## src/rtl/sbg_pkg.sv

```systemverilog
// ----------------------------------------------------------------------------
// sbg_pkg
// shared widths, codes and controller/datapath interface types
// ----------------------------------------------------------------------------
`timescale 1ns / 1ps

package sbg_pkg;

   // word field widths
   localparam int unsigned SampleW = 16;
   localparam int unsigned HeightW = 8;
   localparam int unsigned PixelW  = 8;
   localparam int unsigned BandW   = 2;
   localparam int unsigned ColumnW = 7;
   localparam int unsigned ProdW   = SampleW + HeightW;
   localparam int unsigned StepW   = 3;

   // configuration port
   localparam int unsigned CsrIndexW = 2;
   localparam int unsigned CsrDataW  = 16;

   localparam logic [CsrIndexW-1:0] CSR_FLOOR  = 2'd0;
   localparam logic [CsrIndexW-1:0] CSR_SPAN   = 2'd1;
   localparam logic [CsrIndexW-1:0] CSR_HEIGHT = 2'd2;

   localparam logic [SampleW-1:0] FLOOR_RESET  = 16'd560;
   localparam logic [SampleW-1:0] SPAN_RESET   = 16'd130;
   localparam logic [HeightW-1:0] HEIGHT_RESET = 8'd24;

   // opcodes
   localparam logic OP_PUSH = 1'b0;
   localparam logic OP_READ = 1'b1;

   // bands, top first
   localparam logic [BandW-1:0] BAND_TOP    = 2'd0;
   localparam logic [BandW-1:0] BAND_MIDDLE = 2'd1;
   localparam logic [BandW-1:0] BAND_BOTTOM = 2'd2;

   localparam logic [HeightW-1:0] MAX_HEIGHT = 8'hFF;

   typedef struct packed {
      logic capture;      // latch request word
      logic mul_load;     // register scaled product
      logic div_init;     // saturation / zero span check, seed divider
      logic div_step;     // one restoring divide step
      logic reduce_step;  // fold read index back into the ring
      logic ring_write;   // store height, advance pointer
      logic ring_read;    // read stored height
      logic out_load;     // load output register
   } cmd_type;

   typedef struct packed {
      logic div_skip;     // quotient already known after div_init
      logic div_last;     // current divide step is the last one
      logic reduce_more;  // read index still beyond the ring
      logic out_free;     // output register can take a word this cycle
   } status_type;

endpackage

```

## src/rtl/sbg_ram.sv

```systemverilog
// ----------------------------------------------------------------------------
// sbg_ram
// generic single write port, single read port ram with registered read
// ----------------------------------------------------------------------------
`timescale 1ns / 1ps

module sbg_ram #(
   parameter int unsigned WIDTH = 8,
   parameter int unsigned DEPTH = 128
) (
   input  logic                     clock,
   input  logic                     wr_en,
   input  logic [$clog2(DEPTH)-1:0] wr_addr,
   input  logic [WIDTH-1:0]         wr_data,
   input  logic                     rd_en,
   input  logic [$clog2(DEPTH)-1:0] rd_addr,
   output logic [WIDTH-1:0]         rd_data
);

   logic [WIDTH-1:0] mem_ff [DEPTH];
   logic [WIDTH-1:0] rd_data_ff;

   always_ff @(posedge clock) begin
      if (wr_en) begin
         mem_ff[wr_addr] <= wr_data;
      end
      if (rd_en) begin
         rd_data_ff <= mem_ff[rd_addr];
      end
   end

   assign rd_data = rd_data_ff;

endmodule

```

## src/rtl/sbg_ctrl.sv

```systemverilog
// ----------------------------------------------------------------------------
// sbg_ctrl
// sequencer for push (scale, divide, store) and read (index, fetch) words
// ----------------------------------------------------------------------------
`timescale 1ns / 1ps

module sbg_ctrl (
   input  logic                clock,
   input  logic                reset,
   input  logic                req_valid,
   input  logic                req_opcode,
   output logic                req_stall,
   output sbg_pkg::cmd_type    cmd,
   input  sbg_pkg::status_type status
);

   typedef enum logic [2:0] {
      ST_IDLE,
      ST_MUL,
      ST_DIV_INIT,
      ST_DIV,
      ST_WRITE,
      ST_REDUCE,
      ST_READ,
      ST_FINISH
   } state_type;

   state_type state_ff, state_in;
   logic      stall_ff, stall_in;

   always_comb begin
      state_in = state_ff;
      stall_in = stall_ff;
      cmd      = '0;
      unique case (state_ff)
         ST_IDLE: begin
            if (req_valid) begin
               cmd.capture = 1'b1;
               stall_in    = 1'b1;
               state_in    = (req_opcode == sbg_pkg::OP_READ) ? ST_REDUCE : ST_MUL;
            end
         end
         ST_MUL: begin
            cmd.mul_load = 1'b1;
            state_in     = ST_DIV_INIT;
         end
         ST_DIV_INIT: begin
            cmd.div_init = 1'b1;
            state_in     = status.div_skip ? ST_WRITE : ST_DIV;
         end
         ST_DIV: begin
            cmd.div_step = 1'b1;
            if (status.div_last) begin
               state_in = ST_WRITE;
            end
         end
         ST_WRITE: begin
            cmd.ring_write = 1'b1;
            state_in       = ST_FINISH;
         end
         ST_REDUCE: begin
            if (status.reduce_more) begin
               cmd.reduce_step = 1'b1;
            end else begin
               state_in = ST_READ;
            end
         end
         ST_READ: begin
            cmd.ring_read = 1'b1;
            state_in      = ST_FINISH;
         end
         ST_FINISH: begin
            if (status.out_free) begin
               cmd.out_load = 1'b1;
               stall_in     = 1'b0;
               state_in     = ST_IDLE;
            end
         end
         default: begin
            state_in = ST_IDLE;
            stall_in = 1'b0;
         end
      endcase
   end

   always_ff @(posedge clock) begin
      if (reset) begin
         state_ff <= ST_IDLE;
         stall_ff <= 1'b0;
      end else begin
         state_ff <= state_in;
         stall_ff <= stall_in;
      end
   end

   assign req_stall = stall_ff;

endmodule

```

## src/rtl/sbg_datapath.sv

```systemverilog
// ----------------------------------------------------------------------------
// sbg_datapath
// config registers, scaler with bit-serial divider, ring and output register
// ----------------------------------------------------------------------------
`timescale 1ns / 1ps

module sbg_datapath #(
   parameter int unsigned RING_DEPTH = 128
) (
   input  logic                                clock,
   input  logic                                reset,
   input  sbg_pkg::cmd_type                    cmd,
   output sbg_pkg::status_type                 status,
   input  logic                                req_opcode,
   input  logic [sbg_pkg::SampleW-1:0]         req_sample,
   input  logic [sbg_pkg::BandW-1:0]           req_band,
   input  logic [sbg_pkg::ColumnW-1:0]         req_column,
   input  logic                                csr_write,
   input  logic [sbg_pkg::CsrIndexW-1:0]       csr_index,
   input  logic [sbg_pkg::CsrDataW-1:0]        csr_data,
   output logic                                rsp_valid,
   input  logic                                rsp_stall,
   output logic [sbg_pkg::HeightW-1:0]         rsp_height,
   output logic [sbg_pkg::PixelW-1:0]          rsp_pixel_byte
);

   localparam int unsigned PtrW  = $clog2(RING_DEPTH);
   localparam int unsigned FillW = $clog2(RING_DEPTH + 1);
   localparam int unsigned SumW  = $clog2(RING_DEPTH + (1 << sbg_pkg::ColumnW));
   localparam int unsigned SW    = sbg_pkg::SampleW;
   localparam int unsigned HW    = sbg_pkg::HeightW;
   localparam int unsigned PW    = sbg_pkg::ProdW;

   // lit pixels of one band, packed from the top bit
   function automatic logic [sbg_pkg::PixelW-1:0] band_pixels(
      input logic [HW-1:0]               h,
      input logic [sbg_pkg::BandW-1:0]   band
   );
      logic [HW-1:0] offset;
      logic [HW-1:0] lit;
      logic          known;
      offset = '0;
      known  = 1'b1;
      unique case (band)
         sbg_pkg::BAND_TOP:    offset = 8'd16;
         sbg_pkg::BAND_MIDDLE: offset = 8'd8;
         sbg_pkg::BAND_BOTTOM: offset = 8'd0;
         default:              known  = 1'b0;
      endcase
      lit = (h > offset) ? h - offset : '0;
      if (lit > 8'd8) begin
         lit = 8'd8;
      end
      return known ? ~(8'hFF >> lit) : '0;
   endfunction

   // configuration
   logic [SW-1:0] floor_ff, span_ff;
   logic [HW-1:0] hpix_ff;

   // push path
   logic [SW-1:0]             diff_ff;
   logic [PW-1:0]             prod_ff;
   logic [SW-1:0]             rem_ff;
   logic [HW-1:0]             low_ff;
   logic [HW-1:0]             quot_ff;
   logic [sbg_pkg::StepW-1:0] count_ff;

   // read path and ring control
   logic                      op_ff;
   logic [sbg_pkg::BandW-1:0] band_ff;
   logic [SumW-1:0]           sum_ff;
   logic                      hit_ff;
   logic [PtrW-1:0]           wp_ff, wp_in;
   logic [FillW-1:0]          fill_ff;

   // output register
   logic                      out_valid_ff;
   logic [HW-1:0]             out_height_ff;
   logic [sbg_pkg::PixelW-1:0] out_pixel_ff;

   logic [SW-1:0]   prod_hi;
   logic [SW:0]     trial;
   logic            trial_ge;
   logic [PtrW-1:0] rd_idx;
   logic            ring_full;
   logic            rd_hit;
   logic [HW-1:0]   rd_data;
   logic [HW-1:0]   read_height;

   assign prod_hi   = prod_ff[PW-1:HW];
   assign trial     = {rem_ff, low_ff[HW-1]};
   assign trial_ge  = trial >= {1'b0, span_ff};
   assign wp_in     = (wp_ff == PtrW'(RING_DEPTH - 1)) ? '0 : wp_ff + PtrW'(1);
   assign rd_idx    = sum_ff[PtrW-1:0];
   assign ring_full = fill_ff == FillW'(RING_DEPTH);
   // pushes fill entries 1, 2, ... in order, entry 0 last
   assign rd_hit    = ring_full || ((rd_idx != '0) && (FillW'(rd_idx) <= fill_ff));
   assign read_height = hit_ff ? rd_data : '0;

   assign status.div_skip    = (span_ff == '0) || (prod_hi >= span_ff);
   assign status.div_last    = count_ff == '1;
   assign status.reduce_more = sum_ff >= SumW'(RING_DEPTH);
   assign status.out_free    = !out_valid_ff || !rsp_stall;

   // configuration writes
   always_ff @(posedge clock) begin
      if (reset) begin
         floor_ff <= sbg_pkg::FLOOR_RESET;
         span_ff  <= sbg_pkg::SPAN_RESET;
         hpix_ff  <= sbg_pkg::HEIGHT_RESET;
      end else if (csr_write) begin
         unique case (csr_index)
            sbg_pkg::CSR_FLOOR:  floor_ff <= csr_data;
            sbg_pkg::CSR_SPAN:   span_ff  <= csr_data;
            sbg_pkg::CSR_HEIGHT: hpix_ff  <= csr_data[HW-1:0];
            default: ;
         endcase
      end
   end

   // payload registers
   always_ff @(posedge clock) begin
      if (cmd.capture) begin
         op_ff   <= req_opcode;
         band_ff <= req_band;
         diff_ff <= (req_sample >= floor_ff) ? req_sample - floor_ff : '0;
         sum_ff  <= SumW'(wp_ff) + SumW'(1) + SumW'(req_column);
      end
      if (cmd.mul_load) begin
         prod_ff <= PW'(diff_ff) * PW'(hpix_ff);
      end
      if (cmd.div_init) begin
         rem_ff   <= prod_hi;
         low_ff   <= prod_ff[HW-1:0];
         count_ff <= '0;
         if (span_ff == '0) begin
            quot_ff <= '0;
         end else if (prod_hi >= span_ff) begin
            quot_ff <= sbg_pkg::MAX_HEIGHT;
         end else begin
            quot_ff <= '0;
         end
      end
      if (cmd.div_step) begin
         rem_ff   <= trial_ge ? SW'(trial - {1'b0, span_ff}) : trial[SW-1:0];
         low_ff   <= {low_ff[HW-2:0], 1'b0};
         quot_ff  <= {quot_ff[HW-2:0], trial_ge};
         count_ff <= count_ff + sbg_pkg::StepW'(1);
      end
      if (cmd.reduce_step) begin
         sum_ff <= sum_ff - SumW'(RING_DEPTH);
      end
      if (cmd.ring_read) begin
         hit_ff <= rd_hit;
      end
      if (cmd.out_load) begin
         if (op_ff == sbg_pkg::OP_READ) begin
            out_height_ff <= read_height;
            out_pixel_ff  <= band_pixels(read_height, band_ff);
         end else begin
            out_height_ff <= quot_ff;
            out_pixel_ff  <= '0;
         end
      end
   end

   // ring pointer, fill count and output valid
   always_ff @(posedge clock) begin
      if (reset) begin
         wp_ff        <= '0;
         fill_ff      <= '0;
         out_valid_ff <= 1'b0;
      end else begin
         if (cmd.ring_write) begin
            wp_ff <= wp_in;
            if (!ring_full) begin
               fill_ff <= fill_ff + FillW'(1);
            end
         end
         if (cmd.out_load) begin
            out_valid_ff <= 1'b1;
         end else if (!rsp_stall) begin
            out_valid_ff <= 1'b0;
         end
      end
   end

   sbg_ram #(
      .WIDTH (HW),
      .DEPTH (RING_DEPTH)
   ) u_ring (
      .clock   (clock),
      .wr_en   (cmd.ring_write),
      .wr_addr (wp_in),
      .wr_data (quot_ff),
      .rd_en   (cmd.ring_read),
      .rd_addr (rd_idx),
      .rd_data (rd_data)
   );

   assign rsp_valid      = out_valid_ff;
   assign rsp_height     = out_height_ff;
   assign rsp_pixel_byte = out_pixel_ff;

endmodule

```

## src/rtl/scrolling_bar_graph_store_unit.sv

```systemverilog
// ----------------------------------------------------------------------------
// scrolling_bar_graph_store_unit
// ring of scaled bar heights for a scrolling graph, with band byte readout
// ----------------------------------------------------------------------------
//
//  channel   ports                       direction   one word
//  -------   -------------------------   ---------   -------------------------
//  req       req_valid / req_stall       in          opcode, sample, band, column
//  rsp       rsp_valid / rsp_stall       out         height, pixel_byte
//  csr       csr_write                   in          csr_index, csr_data
//
//  push: the restoring divider runs its 8 steps, one quotient bit a cycle,
//  and is skipped when the quotient is settled at once (zero span or
//  saturated height)
//  read: k ring-depth subtractions fold the column index back into the
//  ring before the fetch (k is 0 or 1 at the default depth)
//  one word in flight; a new word is taken once the previous result sits in
//  the output register, even while rsp_stall holds it
//  synchronous reset clears pointer, fill count and control, no clearing pass
//
`timescale 1ns / 1ps

module scrolling_bar_graph_store_unit #(
   parameter int unsigned RING_DEPTH = 128
) (
   input  logic                                clock,
   input  logic                                reset,
   // request words
   input  logic                                req_valid,
   output logic                                req_stall,
   input  logic                                req_opcode,
   input  logic [sbg_pkg::SampleW-1:0]         req_sample,
   input  logic [sbg_pkg::BandW-1:0]           req_band,
   input  logic [sbg_pkg::ColumnW-1:0]         req_column,
   // result words
   output logic                                rsp_valid,
   input  logic                                rsp_stall,
   output logic [sbg_pkg::HeightW-1:0]         rsp_height,
   output logic [sbg_pkg::PixelW-1:0]          rsp_pixel_byte,
   // configuration writes
   input  logic                                csr_write,
   input  logic [sbg_pkg::CsrIndexW-1:0]       csr_index,
   input  logic [sbg_pkg::CsrDataW-1:0]        csr_data
);

   sbg_pkg::cmd_type    cmd;
   sbg_pkg::status_type status;

   // sequencer: accept, scale/divide or index fold, ring access, hand off
   sbg_ctrl u_ctrl (
      .clock      (clock),
      .reset      (reset),
      .req_valid  (req_valid),
      .req_opcode (req_opcode),
      .req_stall  (req_stall),
      .cmd        (cmd),
      .status     (status)
   );

   // datapath: config, multiplier, divider, ring memory, output register
   sbg_datapath #(
      .RING_DEPTH (RING_DEPTH)
   ) u_datapath (
      .clock          (clock),
      .reset          (reset),
      .cmd            (cmd),
      .status         (status),
      .req_opcode     (req_opcode),
      .req_sample     (req_sample),
      .req_band       (req_band),
      .req_column     (req_column),
      .csr_write      (csr_write),
      .csr_index      (csr_index),
      .csr_data       (csr_data),
      .rsp_valid      (rsp_valid),
      .rsp_stall      (rsp_stall),
      .rsp_height     (rsp_height),
      .rsp_pixel_byte (rsp_pixel_byte)
   );

endmodule

```

## config.mk

```make
export PLATFORM = sky130hd
export DESIGN_NAME = scrolling_bar_graph_store_unit
export DESIGN_NICKNAME = d
export VERILOG_FILES = /design/src/rtl/sbg_pkg.sv /design/src/rtl/sbg_ram.sv /design/src/rtl/sbg_ctrl.sv /design/src/rtl/sbg_datapath.sv /design/src/rtl/scrolling_bar_graph_store_unit.sv
export SDC_FILE = /design/constraint.sdc
export NUM_CORES = 2
export LEC_CHECK = 0
export BUFFER_PORTS_ARGS = -buffer_cell sky130_fd_sc_hd__buf_4
export CAP_MARGIN = 10
export CORE_ASPECT_RATIO = 2
export CORE_MARGIN = 1.5
export CORE_UTILIZATION = 45
export CTS_BUF_LIST = sky130_fd_sc_hd__clkbuf_4 sky130_fd_sc_hd__clkbuf_8
export DETAILED_ROUTE_END_ITERATION = 16
export HOLD_SLACK_MARGIN = 0.03
export PLACE_DENSITY_LB_ADDON = 0.2
export SYNTH_ARGS = -nofsm -noshare
export SYNTH_HDL_FRONTEND = slang
export SYNTH_SLANG_ARGS = --single-unit
```

## constraint.sdc

```tcl
create_clock -name clock -period 9.7 [get_ports clock]
set_input_delay 0.97 -clock clock [delete_from_list [all_inputs] [get_ports clock]]
set_output_delay 0.97 -clock clock [all_outputs]
set_load 0.01 [all_outputs]
```

==> flow_summary.toml <==
[die]
initial_utilization = 0.4534
die_w_um = 244.8
dieHeight_um = 486.6
coreArea_um2 = 116000
io-pin-count = 67
num_rows = 177
die_area_um2 = 119100

[clock_tree]
cts_resized = 0
clk_latency_ps = 870
htree_num_levels = 4
post_cts.repair.setup_buffers = 0
cts.clk_slew.worst_paths_ps = 80
cts_hold_buf = 0
clockBufferDepth = 3
cts_buffers = 163
cts_tree = "done"
root_buffer = "clkbuf_8"
clock-sinks = 1195

[sta]
grt_setup_unrepaired = "false"
tns_ps = 0
finalHoldViolations = 0
holdWs_ps = 282.1
slew_violations = 0
max_freq_ghz = 0.1807
slew_headroom = 0.1713
finClkSkew_ps = 44.16
period_needed_ps = 5533
setup_violations = 0
worst_pin_slew_ps = 1243
period_share = 0.5705

[route]
drc = 0
drtAntennaViolNets = 0
totalWireLength_um = 137300
dr_total_vias = 27860
viasPerCell = 5.780
first_pass_iters = 5
wl_per_cell_um = 28.49
drtIter0Drc = 1973

[power]
p_seq_frac = 0.450
max-vdd-ir-drop_mv = 0.1357
leakagePower_nw = 19.56
combPwrFrac = 0.270
p_int_w = 0.009723
swShare = 0.3152
power.switching_w = 0.004475
p_per_area_nw_per_um2 = 244.1
clkPwrFrac = 0.280

[cells_and_area]
final_cells = 4820
finalInstanceArea_um2 = 58160
syn_to_final_growth_pct = 10.55
final_common_cell = "edfxtp_1"
fin_nets = 3415
nFillCells = 9523
final_cell_mix = "1134 x edfxtp_1, 330 x mux4_2, 242 x nor2_1"
drive_above_1_share = 0.2247

[setup_path]
crit_end = "u_datapath.prod_ff[23]"
r2r_end = "u_datapath.prod_ff[23]"
r2r_setup_slack_ps = 4170
worstSetupStartpoint = "u_datapath.hpix_ff[6]"
cp-end-kind = "flip-flop"
cp-start-kind = "flip-flop"
cp_data_required_time_ps = 10310
crit_type = "reg2reg"
cp.arrival_ps = 6140
rr_worst_depth = 16
cp_max_fo = 17
r2r-start = "u_datapath.hpix_ff[6]"

[logic_synthesis]
postSynth.asyncResetShare = 0
syn_inst = 3023
ys_ff_latch = 1195
synth_edf_count = 1134
synthFlopType = "edfxtp_1"
synth_warnings = 0
synthesis.nets = 3273
syn_area_per_cell_um2 = 17.40
ys_types = 58
ys_seq_area_frac = 0.6705
synthesis.area_um2 = 52610

[outcome]
status = "complete, no violations"

[run]
maxCapViolCount = 0

[place]
place.gp.congestion = 0.8826
io_buffers = 66
hpwl_um = 91080
placed_cell_area_um2 = 54830
dp.cells = 4519

[global_routing]
grt_usage = 0.2364
grt_antenna_before_repair = 1
grt_pass1_vias = 30180
grt.overflow.total = 0
grt_max_degree = 130
grt_pass1_wl_um = 201300

[worst_hold_path]
min_path_type = "in2reg"
==> stage by stage <==
step / setup slack, ps / util / total power [W]
2_1_floorplan: 4926 / - / 0.008922
3_3_place_gp: 4152 / 0.4725 / 0.01030
3_5_place_dp: 4207 / 0.4725 / 0.01038
4_1_cts: 4139 / 0.5010 / 0.01434
5_1_grt: 3817 / 0.5012 / 0.01478
6_report: 4167 / 0.5012 / 0.01420
==> layer usage <==
layer  global-route usage  vias up  wire length, µm
li1                     -    11980                -
met1               0.2377    14620            44190
met2               0.4485      943            77750
met3              0.03828      322             6405
met4               0.1439        0             9007
met5                    0        -                0
==> registers in the layout (all words and copies together), names as in the netlist, 7 cells and up <==
name                       flops
u_datapath.u_ring.mem_ff    1024
u_datapath.low_ff              8
u_datapath.sum_ff              8
u_datapath.wp_ff               7
u_datapath.floor_ff           16
u_datapath.rsp_pixel_byte      8
u_datapath.quot_ff             8
u_datapath.diff_ff            16
u_datapath.prod_ff            24
u_datapath.rsp_height          8
u_datapath.hpix_ff             8
u_datapath.rem_ff             16
u_datapath.u_ring.rd_data      8
u_datapath.span_ff            16
u_datapath.fill_ff             8
==> logic make-up after synthesis <==
family          after synthesis  synth area share
flops                      1195            0.6705
fa+ha+maj                   201           0.06036
buf+inv                     299           0.02257
xor+xnor                     57          0.009489
compound gates              250           0.02982
mux                         375            0.1502
simple gates                646           0.05715
==> cell type report <==
class / instances / area, µm² / area share
multi-input combinational: 1529 / 16200 / 0.2784
timing repair buffer: 107 / 845.8 / 0.01454
tap: 1521 / 1903 / 0.03272
inverter: 169 / 634.4 / 0.01091
sequential: 1195 / 35270 / 0.6065
clock inverter: 86 / 671.9 / 0.01155
clock buffer: 212 / 2636 / 0.04533
antenna: 1 / 2.502 / 0.00004302
==> cells in the mapped netlist (all sizes together), types with 10 or more instances <==
cell type | instances | area [µm²]
a21o | 35 | 262.8
a21oi | 76 | 380.4
and2 | 110 | 688.2
and3 | 10 | 62.56
buf | 37 | 204.0
clkbuf | 93 | 349.1
dfxtp | 61 | 1221
edfxtp | 1134 | 34050
fa | 88 | 1762
ha | 113 | 1414
inv | 169 | 634.4
mux2 | 14 | 157.7
mux2i | 31 | 310.3
mux4 | 330 | 7432
nand2 | 162 | 608.1
nand2b | 10 | 62.56
nand3 | 25 | 125.1
nand4 | 14 | 87.58
nor2 | 242 | 908.4
nor2b | 16 | 100.1
nor3 | 24 | 120.1
o21a | 14 | 105.1
o21ai | 62 | 310.3
xnor2 | 36 | 315.3
xor2 | 21 | 183.9
==> power groups by stage <==
stage | logic (W) | clock network, W | registers [W]
2_1_floorplan | 0.00235 | 0 | 0.00657
3_3_place_gp | 0.00380 | 0 | 0.00650
3_5_place_dp | 0.00387 | 0 | 0.00650
4_1_cts | 0.00389 | 0.00406 | 0.00639
5_1_grt | 0.00412 | 0.00425 | 0.00641
6_report | 0.00383 | 0.00398 | 0.00639
==> worst min path at each step <==
| stage | start | end | slack, ps | depth (start not counted) |
|---|---|---|---|---|
| CTS | req_band[1] | u_datapath.band_ff[1] | 200 | 1 |
| finish | req_band[1] | u_datapath.band_ff[1] | 280 | 1 |
| floorplan | u_datapath.low_ff[0] | u_datapath.low_ff[0] | 420 | 2 |
| detailed placement | u_datapath.floor_ff[10] | u_datapath.floor_ff[10] | 450 | 2 |
| global route | req_band[1] | u_datapath.band_ff[1] | 230 | 1 |
| global placement | u_datapath.low_ff[0] | u_datapath.low_ff[0] | 440 | 2 |
==> critical path: stages, from the launching register on <==
cell and delay, ps:
dfxtp_1 810, and2_1 250, fa_1 440, fa_1 460, fa_1 500, inv_1 50
fa_1 560, inv_1 60, ha_1 350, a211o_1 290, o211ai_1 150, o21ai_0 200
a311oi_1 410, o21ai_0 210, a31o_2 260, a21oi_1 160, xnor2_1 70
Power figures use the tool's default switching activity.
